<file path="src/bdq_pkg.sv">
// Shared types and constants of the bounded deque with search.
`default_nettype none
package bdq_pkg;

   localparam int ELEM_W  = 32;
   localparam int CMD_W   = 3;
   localparam int COUNT_W = 5;
   localparam int STAT_W  = 2;
   localparam int REQ_DATA_W  = 32;
   localparam int REQ_USER_W  = 8;
   localparam int RSP_DATA_W  = 40;

   typedef enum logic [CMD_W-1:0] {
      CMD_PUSH_BACK  = 3'd0,
      CMD_PUSH_FRONT = 3'd1,
      CMD_POP_FRONT  = 3'd2,
      CMD_POP_BACK   = 3'd3,
      CMD_SEARCH     = 3'd4,
      CMD_LENGTH     = 3'd5,
      CMD_LIST       = 3'd6,
      CMD_CLEAR      = 3'd7
   } cmd_type;

   typedef enum logic [STAT_W-1:0] {
      ST_OK    = 2'd0,
      ST_FULL  = 2'd1,
      ST_EMPTY = 2'd2
   } status_type;

   // Commands from the controller to the datapath.
   typedef struct packed {
      logic accept;     // latch the incoming word, clear scan state
      logic exec;       // apply a single-result command and emit its result
      logic rd_en;      // read the store entry at the scan index
      logic use_search; // fold the read entry into the search flag
      logic emit_elem;  // emit the read entry as a list result
      logic idx_inc;    // advance the scan index
   } ctrl_cmd_type;

   // Status from the datapath to the controller.
   typedef struct packed {
      logic scan_start; // incoming command walks the store
      logic is_list;    // latched command is a listing
      logic idx_last;   // scan index is at the back element
      logic out_free;   // output register can take a word this cycle
   } dp_stat_type;

endpackage
`default_nettype wire

</file>
<file path="src/bdq_ctrl.sv">
// Controller state machine of the bounded deque with search.
`default_nettype none
module bdq_ctrl (
   input  wire logic                  clock,
   input  wire logic                  reset,
   input  wire logic                  req_tvalid,
   output logic                       req_tready,
   input  wire bdq_pkg::dp_stat_type  stat,
   output bdq_pkg::ctrl_cmd_type      cmd
);

   typedef enum logic [3:0] {
      S_IDLE = 4'b0001,
      S_EXEC = 4'b0010,
      S_READ = 4'b0100,
      S_USE  = 4'b1000
   } state_type;

   state_type state_ff;
   state_type state_in;

   always_ff @(posedge clock) begin
      if (reset) begin
         state_ff <= S_IDLE;
      end else begin
         state_ff <= state_in;
      end
   end

   always_comb begin
      state_in   = state_ff;
      cmd        = '0;
      req_tready = 1'b0;
      case (state_ff)
         S_IDLE: begin
            req_tready = 1'b1;
            if (req_tvalid) begin
               cmd.accept = 1'b1;
               state_in   = stat.scan_start ? S_READ : S_EXEC;
            end
         end
         S_EXEC: begin
            if (stat.out_free) begin
               cmd.exec = 1'b1;
               state_in = S_IDLE;
            end
         end
         S_READ: begin
            cmd.rd_en = 1'b1;
            state_in  = S_USE;
         end
         S_USE: begin
            if (!stat.is_list) begin
               cmd.use_search = 1'b1;
               // The search result goes out through the single-result path.
               if (stat.idx_last) begin
                  state_in = S_EXEC;
               end else begin
                  cmd.idx_inc = 1'b1;
                  state_in    = S_READ;
               end
            end else if (stat.out_free) begin
               cmd.emit_elem = 1'b1;
               if (stat.idx_last) begin
                  state_in = S_IDLE;
               end else begin
                  cmd.idx_inc = 1'b1;
                  state_in    = S_READ;
               end
            end
         end
         default: begin
            state_in = S_IDLE;
         end
      endcase
   end

endmodule
`default_nettype wire

</file>
<file path="src/bdq_dp.sv">
// Datapath of the bounded deque: ring store, pointers, scan index and output register.
`default_nettype none
module bdq_dp #(
   parameter int CAPACITY = 16
) (
   input  wire logic                               clock,
   input  wire logic                               reset,
   input  wire logic [bdq_pkg::REQ_DATA_W-1:0]     req_tdata,
   input  wire logic [bdq_pkg::REQ_USER_W-1:0]     req_tuser,
   output logic                                    rsp_tvalid,
   input  wire logic                               rsp_tready,
   output logic [bdq_pkg::RSP_DATA_W-1:0]          rsp_tdata,
   output logic                                    rsp_tlast,
   input  wire bdq_pkg::ctrl_cmd_type              cmd,
   output bdq_pkg::dp_stat_type                    stat
);

   localparam int SLOT_W = (CAPACITY > 1) ? $clog2(CAPACITY) : 1;
   localparam int FILL_W = $clog2(CAPACITY + 1);
   localparam logic [SLOT_W:0]   CAP_S = (SLOT_W + 1)'(CAPACITY);
   localparam logic [FILL_W-1:0] CAP_F = FILL_W'(CAPACITY);
   localparam logic [SLOT_W-1:0] LAST_SLOT = SLOT_W'(CAPACITY - 1);

   logic [bdq_pkg::ELEM_W-1:0] mem [CAPACITY];

   bdq_pkg::cmd_type           cmd_ff;
   logic [bdq_pkg::ELEM_W-1:0] val_ff;
   logic [SLOT_W-1:0]          head_ff, head_in;
   logic [FILL_W-1:0]          fill_ff, fill_in;
   logic [SLOT_W-1:0]          idx_ff;
   logic                       found_ff;
   logic [bdq_pkg::ELEM_W-1:0] rd_data_ff;

   logic                       rsp_valid_ff;
   logic [bdq_pkg::ELEM_W-1:0] rsp_elem_ff, rsp_elem_in;
   logic                       rsp_found_ff, rsp_found_in;
   logic [bdq_pkg::COUNT_W-1:0] rsp_count_ff, rsp_count_in;
   bdq_pkg::status_type        rsp_status_ff, rsp_status_in;
   logic                       rsp_last_ff, rsp_last_in;

   bdq_pkg::cmd_type           req_cmd;
   logic                       full, empty, emit;
   logic                       mem_we;
   logic [SLOT_W-1:0]          mem_waddr;
   logic [SLOT_W:0]            rd_sum, back_sum;
   logic [SLOT_W-1:0]          rd_slot, back_slot, head_dec, head_inc;

   assign req_cmd = bdq_pkg::cmd_type'(req_tuser[bdq_pkg::CMD_W-1:0]);
   assign full    = (fill_ff == CAP_F);
   assign empty   = (fill_ff == '0);

   // Ring slot arithmetic: the head and scan index stay below the capacity and
   // the count never exceeds it, so one compare and subtract wraps the sum.
   assign rd_sum    = {1'b0, head_ff} + {1'b0, idx_ff};
   assign rd_slot   = (rd_sum >= CAP_S) ? SLOT_W'(rd_sum - CAP_S) : SLOT_W'(rd_sum);
   assign back_sum  = {1'b0, head_ff} + (SLOT_W + 1)'(fill_ff);
   assign back_slot = (back_sum >= CAP_S) ? SLOT_W'(back_sum - CAP_S) : SLOT_W'(back_sum);
   assign head_dec  = (head_ff == '0) ? LAST_SLOT : head_ff - 1'b1;
   assign head_inc  = (head_ff == LAST_SLOT) ? '0 : head_ff + 1'b1;

   always_comb begin
      stat.scan_start = (req_cmd inside {bdq_pkg::CMD_SEARCH, bdq_pkg::CMD_LIST}) && !empty;
      stat.is_list    = (cmd_ff == bdq_pkg::CMD_LIST);
      stat.idx_last   = ((FILL_W'(idx_ff) + FILL_W'(1)) == fill_ff);
      stat.out_free   = !rsp_valid_ff || rsp_tready;
   end

   always_comb begin
      head_in       = head_ff;
      fill_in       = fill_ff;
      mem_we        = 1'b0;
      mem_waddr     = back_slot;
      rsp_status_in = bdq_pkg::ST_OK;
      rsp_found_in  = 1'b0;
      rsp_elem_in   = '0;
      rsp_last_in   = 1'b1;
      emit          = 1'b0;
      if (cmd.exec) begin
         emit = 1'b1;
         case (cmd_ff)
            bdq_pkg::CMD_PUSH_BACK: begin
               if (full) begin
                  rsp_status_in = bdq_pkg::ST_FULL;
               end else begin
                  mem_we  = 1'b1;
                  fill_in = fill_ff + 1'b1;
               end
            end
            bdq_pkg::CMD_PUSH_FRONT: begin
               if (full) begin
                  rsp_status_in = bdq_pkg::ST_FULL;
               end else begin
                  mem_we    = 1'b1;
                  mem_waddr = head_dec;
                  head_in   = head_dec;
                  fill_in   = fill_ff + 1'b1;
               end
            end
            bdq_pkg::CMD_POP_FRONT: begin
               if (empty) begin
                  rsp_status_in = bdq_pkg::ST_EMPTY;
               end else begin
                  head_in = head_inc;
                  fill_in = fill_ff - 1'b1;
               end
            end
            bdq_pkg::CMD_POP_BACK: begin
               if (empty) begin
                  rsp_status_in = bdq_pkg::ST_EMPTY;
               end else begin
                  fill_in = fill_ff - 1'b1;
               end
            end
            bdq_pkg::CMD_SEARCH: begin
               rsp_found_in = found_ff;
            end
            bdq_pkg::CMD_LIST: begin
               // Only an empty store reaches here for a listing.
               rsp_status_in = bdq_pkg::ST_EMPTY;
            end
            bdq_pkg::CMD_CLEAR: begin
               head_in = '0;
               fill_in = '0;
            end
            default: begin
            end
         endcase
      end else if (cmd.emit_elem) begin
         emit        = 1'b1;
         rsp_elem_in = rd_data_ff;
         rsp_last_in = stat.idx_last;
      end
      rsp_count_in = bdq_pkg::COUNT_W'(fill_in);
   end

   always_ff @(posedge clock) begin
      if (reset) begin
         head_ff      <= '0;
         fill_ff      <= '0;
         rsp_valid_ff <= 1'b0;
      end else begin
         head_ff <= head_in;
         fill_ff <= fill_in;
         if (emit) begin
            rsp_valid_ff <= 1'b1;
         end else if (rsp_tready) begin
            rsp_valid_ff <= 1'b0;
         end
      end
   end

   always_ff @(posedge clock) begin
      if (cmd.accept) begin
         cmd_ff   <= req_cmd;
         val_ff   <= req_tdata[bdq_pkg::ELEM_W-1:0];
         idx_ff   <= '0;
         found_ff <= 1'b0;
      end else begin
         if (cmd.idx_inc) begin
            idx_ff <= idx_ff + 1'b1;
         end
         if (cmd.use_search && (rd_data_ff == val_ff)) begin
            found_ff <= 1'b1;
         end
      end
      if (emit) begin
         rsp_elem_ff   <= rsp_elem_in;
         rsp_found_ff  <= rsp_found_in;
         rsp_count_ff  <= rsp_count_in;
         rsp_status_ff <= rsp_status_in;
         rsp_last_ff   <= rsp_last_in;
      end
   end

   always_ff @(posedge clock) begin
      if (mem_we) begin
         mem[mem_waddr] <= val_ff;
      end
      if (cmd.rd_en) begin
         rd_data_ff <= mem[rd_slot];
      end
   end

   assign rsp_tvalid = rsp_valid_ff;
   assign rsp_tlast  = rsp_last_ff;
   assign rsp_tdata  = {rsp_status_ff, rsp_count_ff, rsp_found_ff, rsp_elem_ff};

endmodule
`default_nettype wire

</file>
<file path="src/bounded_deque_with_search_unit.sv">
// Bounded double-ended queue of signed 32-bit values with search and listing.
// Usage: each request word carries a command in req_tuser and a value in req_tdata.
// Commands push at the back or front, pop at the front or back, search for the
// value, report the length, list every element front to back, or clear.
// Every command returns one response word with tlast set, except a listing of a
// non-empty store, which returns one word per element with tlast on the last.
// A single-result command is taken in the idle state, executed once the output
// register is free, and its response is then held in that register; a new
// request is taken only in the idle state. A search reads and compares each
// element through the single read port; a listing reads and emits each in turn.
// The response sits in an output register; while the receiver stalls, the block
// holds the word and waits before producing the next one, but it still takes a
// new request word once it has finished the current one.
// Reset clears the head pointer, the element count (empty store) and the output
// valid flag; the store contents are not cleared and need no clearing pass.
`default_nettype none
module bounded_deque_with_search_unit #(
   parameter int CAPACITY = 16
) (
   input  wire logic                            clock,
   input  wire logic                            reset,
   input  wire logic                            req_tvalid,
   output logic                                 req_tready,
   // value[31:0]
   input  wire logic [bdq_pkg::REQ_DATA_W-1:0]  req_tdata,
   // command[2:0], zero above
   input  wire logic [bdq_pkg::REQ_USER_W-1:0]  req_tuser,
   output logic                                 rsp_tvalid,
   input  wire logic                            rsp_tready,
   // element[31:0], found[32], count[37:33], status[39:38]
   output logic [bdq_pkg::RSP_DATA_W-1:0]       rsp_tdata,
   output logic                                 rsp_tlast
);

   bdq_pkg::ctrl_cmd_type ctrl_cmd;
   bdq_pkg::dp_stat_type  dp_stat;

   bdq_ctrl u_ctrl (
      .clock      (clock),
      .reset      (reset),
      .req_tvalid (req_tvalid),
      .req_tready (req_tready),
      .stat       (dp_stat),
      .cmd        (ctrl_cmd)
   );

   bdq_dp #(
      .CAPACITY (CAPACITY)
   ) u_dp (
      .clock      (clock),
      .reset      (reset),
      .req_tdata  (req_tdata),
      .req_tuser  (req_tuser),
      .rsp_tvalid (rsp_tvalid),
      .rsp_tready (rsp_tready),
      .rsp_tdata  (rsp_tdata),
      .rsp_tlast  (rsp_tlast),
      .cmd        (ctrl_cmd),
      .stat       (dp_stat)
   );

endmodule
`default_nettype wire

</file>
<file path="config.mk">
export PLATFORM = sky130hd
export DESIGN_NAME = bounded_deque_with_search_unit
export DESIGN_NICKNAME = d
export VERILOG_FILES = /design/src/bdq_pkg.sv /design/src/bdq_ctrl.sv /design/src/bdq_dp.sv /design/src/bounded_deque_with_search_unit.sv
export SDC_FILE = /design/constraint.sdc
export NUM_CORES = 1
export LEC_CHECK = 0
export ABC_AREA = 1
export BUFFER_PORTS_ARGS = -buffer_cell sky130_fd_sc_hd__buf_2
export CAP_MARGIN = 20
export CORE_MARGIN = 5
export CORE_UTILIZATION = 47
export DETAILED_ROUTE_END_ITERATION = 7
export HOLD_SLACK_MARGIN = 0.08
export PLACE_DENSITY = 0.66
export SLEW_MARGIN = 10
export SYNTH_ARGS = -nofsm -noshare
export SYNTH_HDL_FRONTEND = slang
export SYNTH_SLANG_ARGS = --single-unit
</file>
<file path="constraint.sdc">
create_clock -name clock -period 3.35 [get_ports clock]
set_input_delay 0.1675 -clock clock [delete_from_list [all_inputs] [get_ports clock]]
set_output_delay 0.1675 -clock clock [all_outputs]
set_load 0.01 [all_outputs]
</file>
==> metrics.csv <==
stage;metric;value;unit
status;outcome;finished, final reports clean;
sta;crit share post-route;84.5;%
hold_path;hold_sp;req_tdata[16];
logic_synthesis;Synth Area in Adders;0.682;%
power_and_ir_drop;sequential share of power;54.5;%
logic_synthesis;Post-synth EDFFs;620;
cts;clk buf depth;3;
power_and_ir_drop;maximum VDD drop;0.370;mV
sta;fmax;353;MHz
setup_path;Worst Path Buf+Inv;2;
cts;CTS tree;built;
logic_synthesis;Post-Syn Nets;1942;
global_routing;largest net degree at the start of global routing;88;
power_and_ir_drop;clock network power share;41.3;%
power_and_ir_drop;Comb power frac;4.2;%
sta;setup_tns;0;ps
global_routing;Total GRT Usage;19.8;%
cts;CTS H-tree depth;3;
setup_path;Worst path max stage delay;1090;ps
flow_run;max-cap violation count;0;
floorplan;starting density of the core;47.4;%
cts;Sink Count;639;
floorplan;Die X;245;µm
global_routing;vias in the first global route;15312;
setup_path;Worst EP arrival;3150;ps
logic_synthesis;Mapped Area;26000;µm²
sta;worst slew pin tran;678;ps
setup_path;Reg2Reg Setup Slack;520;ps
placement;port buffer count;81;
hold_path;Hold Crit Class;in2reg;
power_and_ir_drop;P_int;13.2;mW
layout;most frequent cells in the layout;edfxtp_1, inv_1, a21oi_1;
logic_synthesis;Synth Area in XOR/XNOR;1.27;%
layout;Antenna Cells;0;
cts;clk slew on worst S/H paths;60;ps
logic_synthesis;dominant combinational cell family by area after synthesis;compound AO/OA/AOI/OAI gates;
global_routing;grt total ovfl;0;
logic_synthesis;Async S/R FF share, synth;0;%
cts;post_cts resized;0;
sta;Final min period;2830;ps
placement;Placed Area;27700;µm²
sta;Max Slew Vio Count;0;
logic_synthesis;Mapped Cells;1885;
route;DRC Markers;0;
sta;Fin Clk Skew;13.3;ps
sta;Slew headroom;54.8;%
power_and_ir_drop;total power;16.8;mW
layout;Final Cell Area;30100;µm²
cts;Num CTS Buffers;67;
placement;Final GP Congestion;0.824;
setup_path;R2R Path Start;u_dp.head_ff[1];
hold_path;hold path endpoint;u_dp.val_ff[16];
floorplan;total core area;55000;µm²
cts;Worst-Skew Late Latency;580;ps
route;Final ANT Viol Nets;0;
global_routing;first-pass GRT wire length;91100;µm
route;First-pass DRT Iterations;5;
layout;Fillers;4378;
route;Iter 0 DRT Violations;1214;
logic_synthesis;register area share after synthesis;72.9;%
sta;RSZ-0062 raised after global routing;no;
logic_synthesis;main flop type after synthesis;edfxtp_1;
power_and_ir_drop;Sw Pwr;3.56;mW
sta;Setup Viol. Count Final;0;
route;Total Wirelength;59900;µm
floorplan;# IOs;87;
setup_path;critical-path cell list;inv_1 -> fa_4 -> buf_12 -> a21oi_1 -> o21ai_0 -> o211ai_1 -> nand3_1 -> o21ai_1;
logic_synthesis;synthesized flop and latch total;639;
layout;final net count;2076;
route;number of vias per cell;5.44;
hold_path;Hold Path Cell Cnt;2;
layout;share of layout cells above drive strength 1;12.2;%
setup_path;critical path fanouts, max;40;
global_routing;M1 GR Usage;26.9;%
setup_path;Worst R2R Path Depth;8;
cts;root buf cell;clkbuf_16;
setup_path;critical path required time;3670;ps
logic_synthesis;post-synthesis cell type count;40;
layout;Area Overhead vs Synth;15.7;%
global_routing;GR Layer Usage met2;33.5;%
placement;DP Wirelength;31700;µm
global_routing;GRT busiest layer;met2;
route;Routed wire per std cell;21.3;µm
setup_path;Setup CP Type;reg2reg;
logic_synthesis;simple-gate area share of the yosys netlist;4.87;%
setup_path;cell family with most CP delay;adder cells;
logic_synthesis;synth warn;0;
setup_path;Critical Path Source Type;flip-flop;
logic_synthesis;Mean Syn Cell Area;13.8;µm²
floorplan;die area;60200;µm²
floorplan;die height;245;µm
logic_synthesis;Synth Area in Compound Gates;10.2;%
setup_path;FF-to-FF End;u_dp.rd_data_ff[9];
setup_path;Max stage delay cell, worst path;fa_4;
layout;most common library cell in the layout ignoring fill and taps;edfxtp_1;
power_and_ir_drop;power density cells;558;nW/µm²
setup_path;crit path capture type;flip-flop;
sta;Final Hold Vio Count;0;
global_routing;Global Route met3 Usage;2.73;%
floorplan;# rows;86;
power_and_ir_drop;Leak;10.3;nW
global_routing;initial antenna violation count;0;
power_and_ir_drop;Switching Fraction;21.2;%
logic_synthesis;post-synthesis mux area share;4.92;%
route;via count;15296;
==> worst register-to-register path, stage by stage (launching register included) <==
cell and delay [ps]:
dfxtp_1 430, inv_1 180, fa_4 1090, buf_12 310, a21oi_1 80, o21ai_0 120
o211ai_1 150, nand3_1 130, o21ai_1 70
==> through the flow <==
stage	setup WS, ps	hold slack [ps]	instances	util (%)
final	520	294	2814	54.8
after global placement	578	346	2660	50.4
after floorplan	34.4	266	1885	-
after CTS	516	254	2814	54.8
after detailed placement	551	346	2660	50.4
after global routing	353	274	2814	54.8
==> metal layers <==
metal / wire length, µm / vias up
met1: 25900 / 7619
met5: 0 / -
li1: - / 7144
met4: 1430 / 0
met2: 29200 / 436
met3: 3290 / 97
==> cell usage after synthesis (2+ instances only) <==
| cell type | count | area share [%] |
|---|---|---|
| edfxtp_1 | 620 | 71 |
| inv_1 | 211 | 3.0 |
| a21oi_1 | 147 | 2.8 |
| o21ai_0 | 143 | 2.7 |
| o211ai_1 | 129 | 3.7 |
| mux2i_1 | 128 | 4.9 |
| nand2_1 | 125 | 1.8 |
| nor2_1 | 78 | 1.1 |
| nand3_1 | 62 | 1.2 |
| clkbuf_1 | 52 | 0.75 |
| o21ai_1 | 35 | 0.67 |
| xnor2_1 | 31 | 1.0 |
| dfxtp_1 | 19 | 1.5 |
| buf_2 | 17 | 0.33 |
| buf_6 | 14 | 0.61 |
| ha_1 | 11 | 0.53 |
| buf_1 | 7 | 0.10 |
| inv_2 | 7 | 0.10 |
| nand4_1 | 7 | 0.17 |
| buf_4 | 6 | 0.17 |
| xor2_1 | 5 | 0.17 |
| nand2_2 | 4 | 0.096 |
| nor3_1 | 4 | 0.077 |
| a31oi_1 | 2 | 0.048 |
| fa_1 | 2 | 0.15 |
| nor2_2 | 2 | 0.048 |
| nor2_4 | 2 | 0.086 |
| o21a_1 | 2 | 0.058 |
| o22ai_1 | 2 | 0.048 |
==> repair_timing <==
item,in CTS,in global routing
hold endpoints to repair,48,0
setup buffers,0,0
hold buffers,38,0
==> sequential cells by signal (all words and copies together) (netlist names), 5 cells and up <==
signal / cells
u_dp.fill_ff: 5
u_dp.rd_data_ff: 32
u_dp.mem: 512
u_dp.val_ff: 32
u_dp.rsp_elem_ff: 32
u_dp.rsp_count_ff: 5
==> power by group through the flow <==
| stage | Combinational, mW | Sequential (mW) | Clock (mW) |
|---|---|---|---|
| after global placement | 0.662 | 9.31 | 0 |
| final | 0.705 | 9.16 | 6.94 |
| after detailed placement | 0.674 | 9.33 | 0 |
| after global routing | 0.775 | 9.18 | 7.42 |
| after floorplan | 0.411 | 9.27 | 0 |
| after CTS | 0.711 | 9.16 | 7.09 |
==> worst max-delay path by stage <==
stage,end,start,cells after the start,slack [ps]
floorplan,u_dp.mem[12][0],u_dp.fill_ff[1],10,30
detailed placement,u_dp.rd_data_ff[31],u_dp.head_ff[1],7,550
global route,u_dp.mem[3][30],u_dp.fill_ff[1],10,350
CTS,u_dp.rd_data_ff[9],u_dp.head_ff[1],8,520
finish,u_dp.rd_data_ff[9],u_dp.head_ff[1],8,520
global placement,u_dp.rd_data_ff[29],u_dp.head_ff[0],8,580
==> final cells by class <==
class / instances / area [µm²] / area share (%)
well taps: 748 / 936 / 3.11
clock buffers: 93 / 1860 / 6.17
flip-flops and latches: 639 / 19000 / 63.1
multi-input cells: 932 / 5900 / 19.6
repair buffers: 161 / 1440 / 4.78
clock inverters: 23 / 164 / 0.544
inverters: 218 / 821 / 2.73
==> cells by family (layout without fill, tap and decap cells) <==
group	Yosys count	count (layout)
AND/OR/NAND/NOR	291	291
AO/OA/AOI/OAI	463	463
buffers and inverters	314	495
multiplexers	128	128
adder cells (fa/ha/maj)	13	13
XOR/XNOR	37	37
flip-flops	639	639
Note: power is estimated with default switching activity, not from simulation.
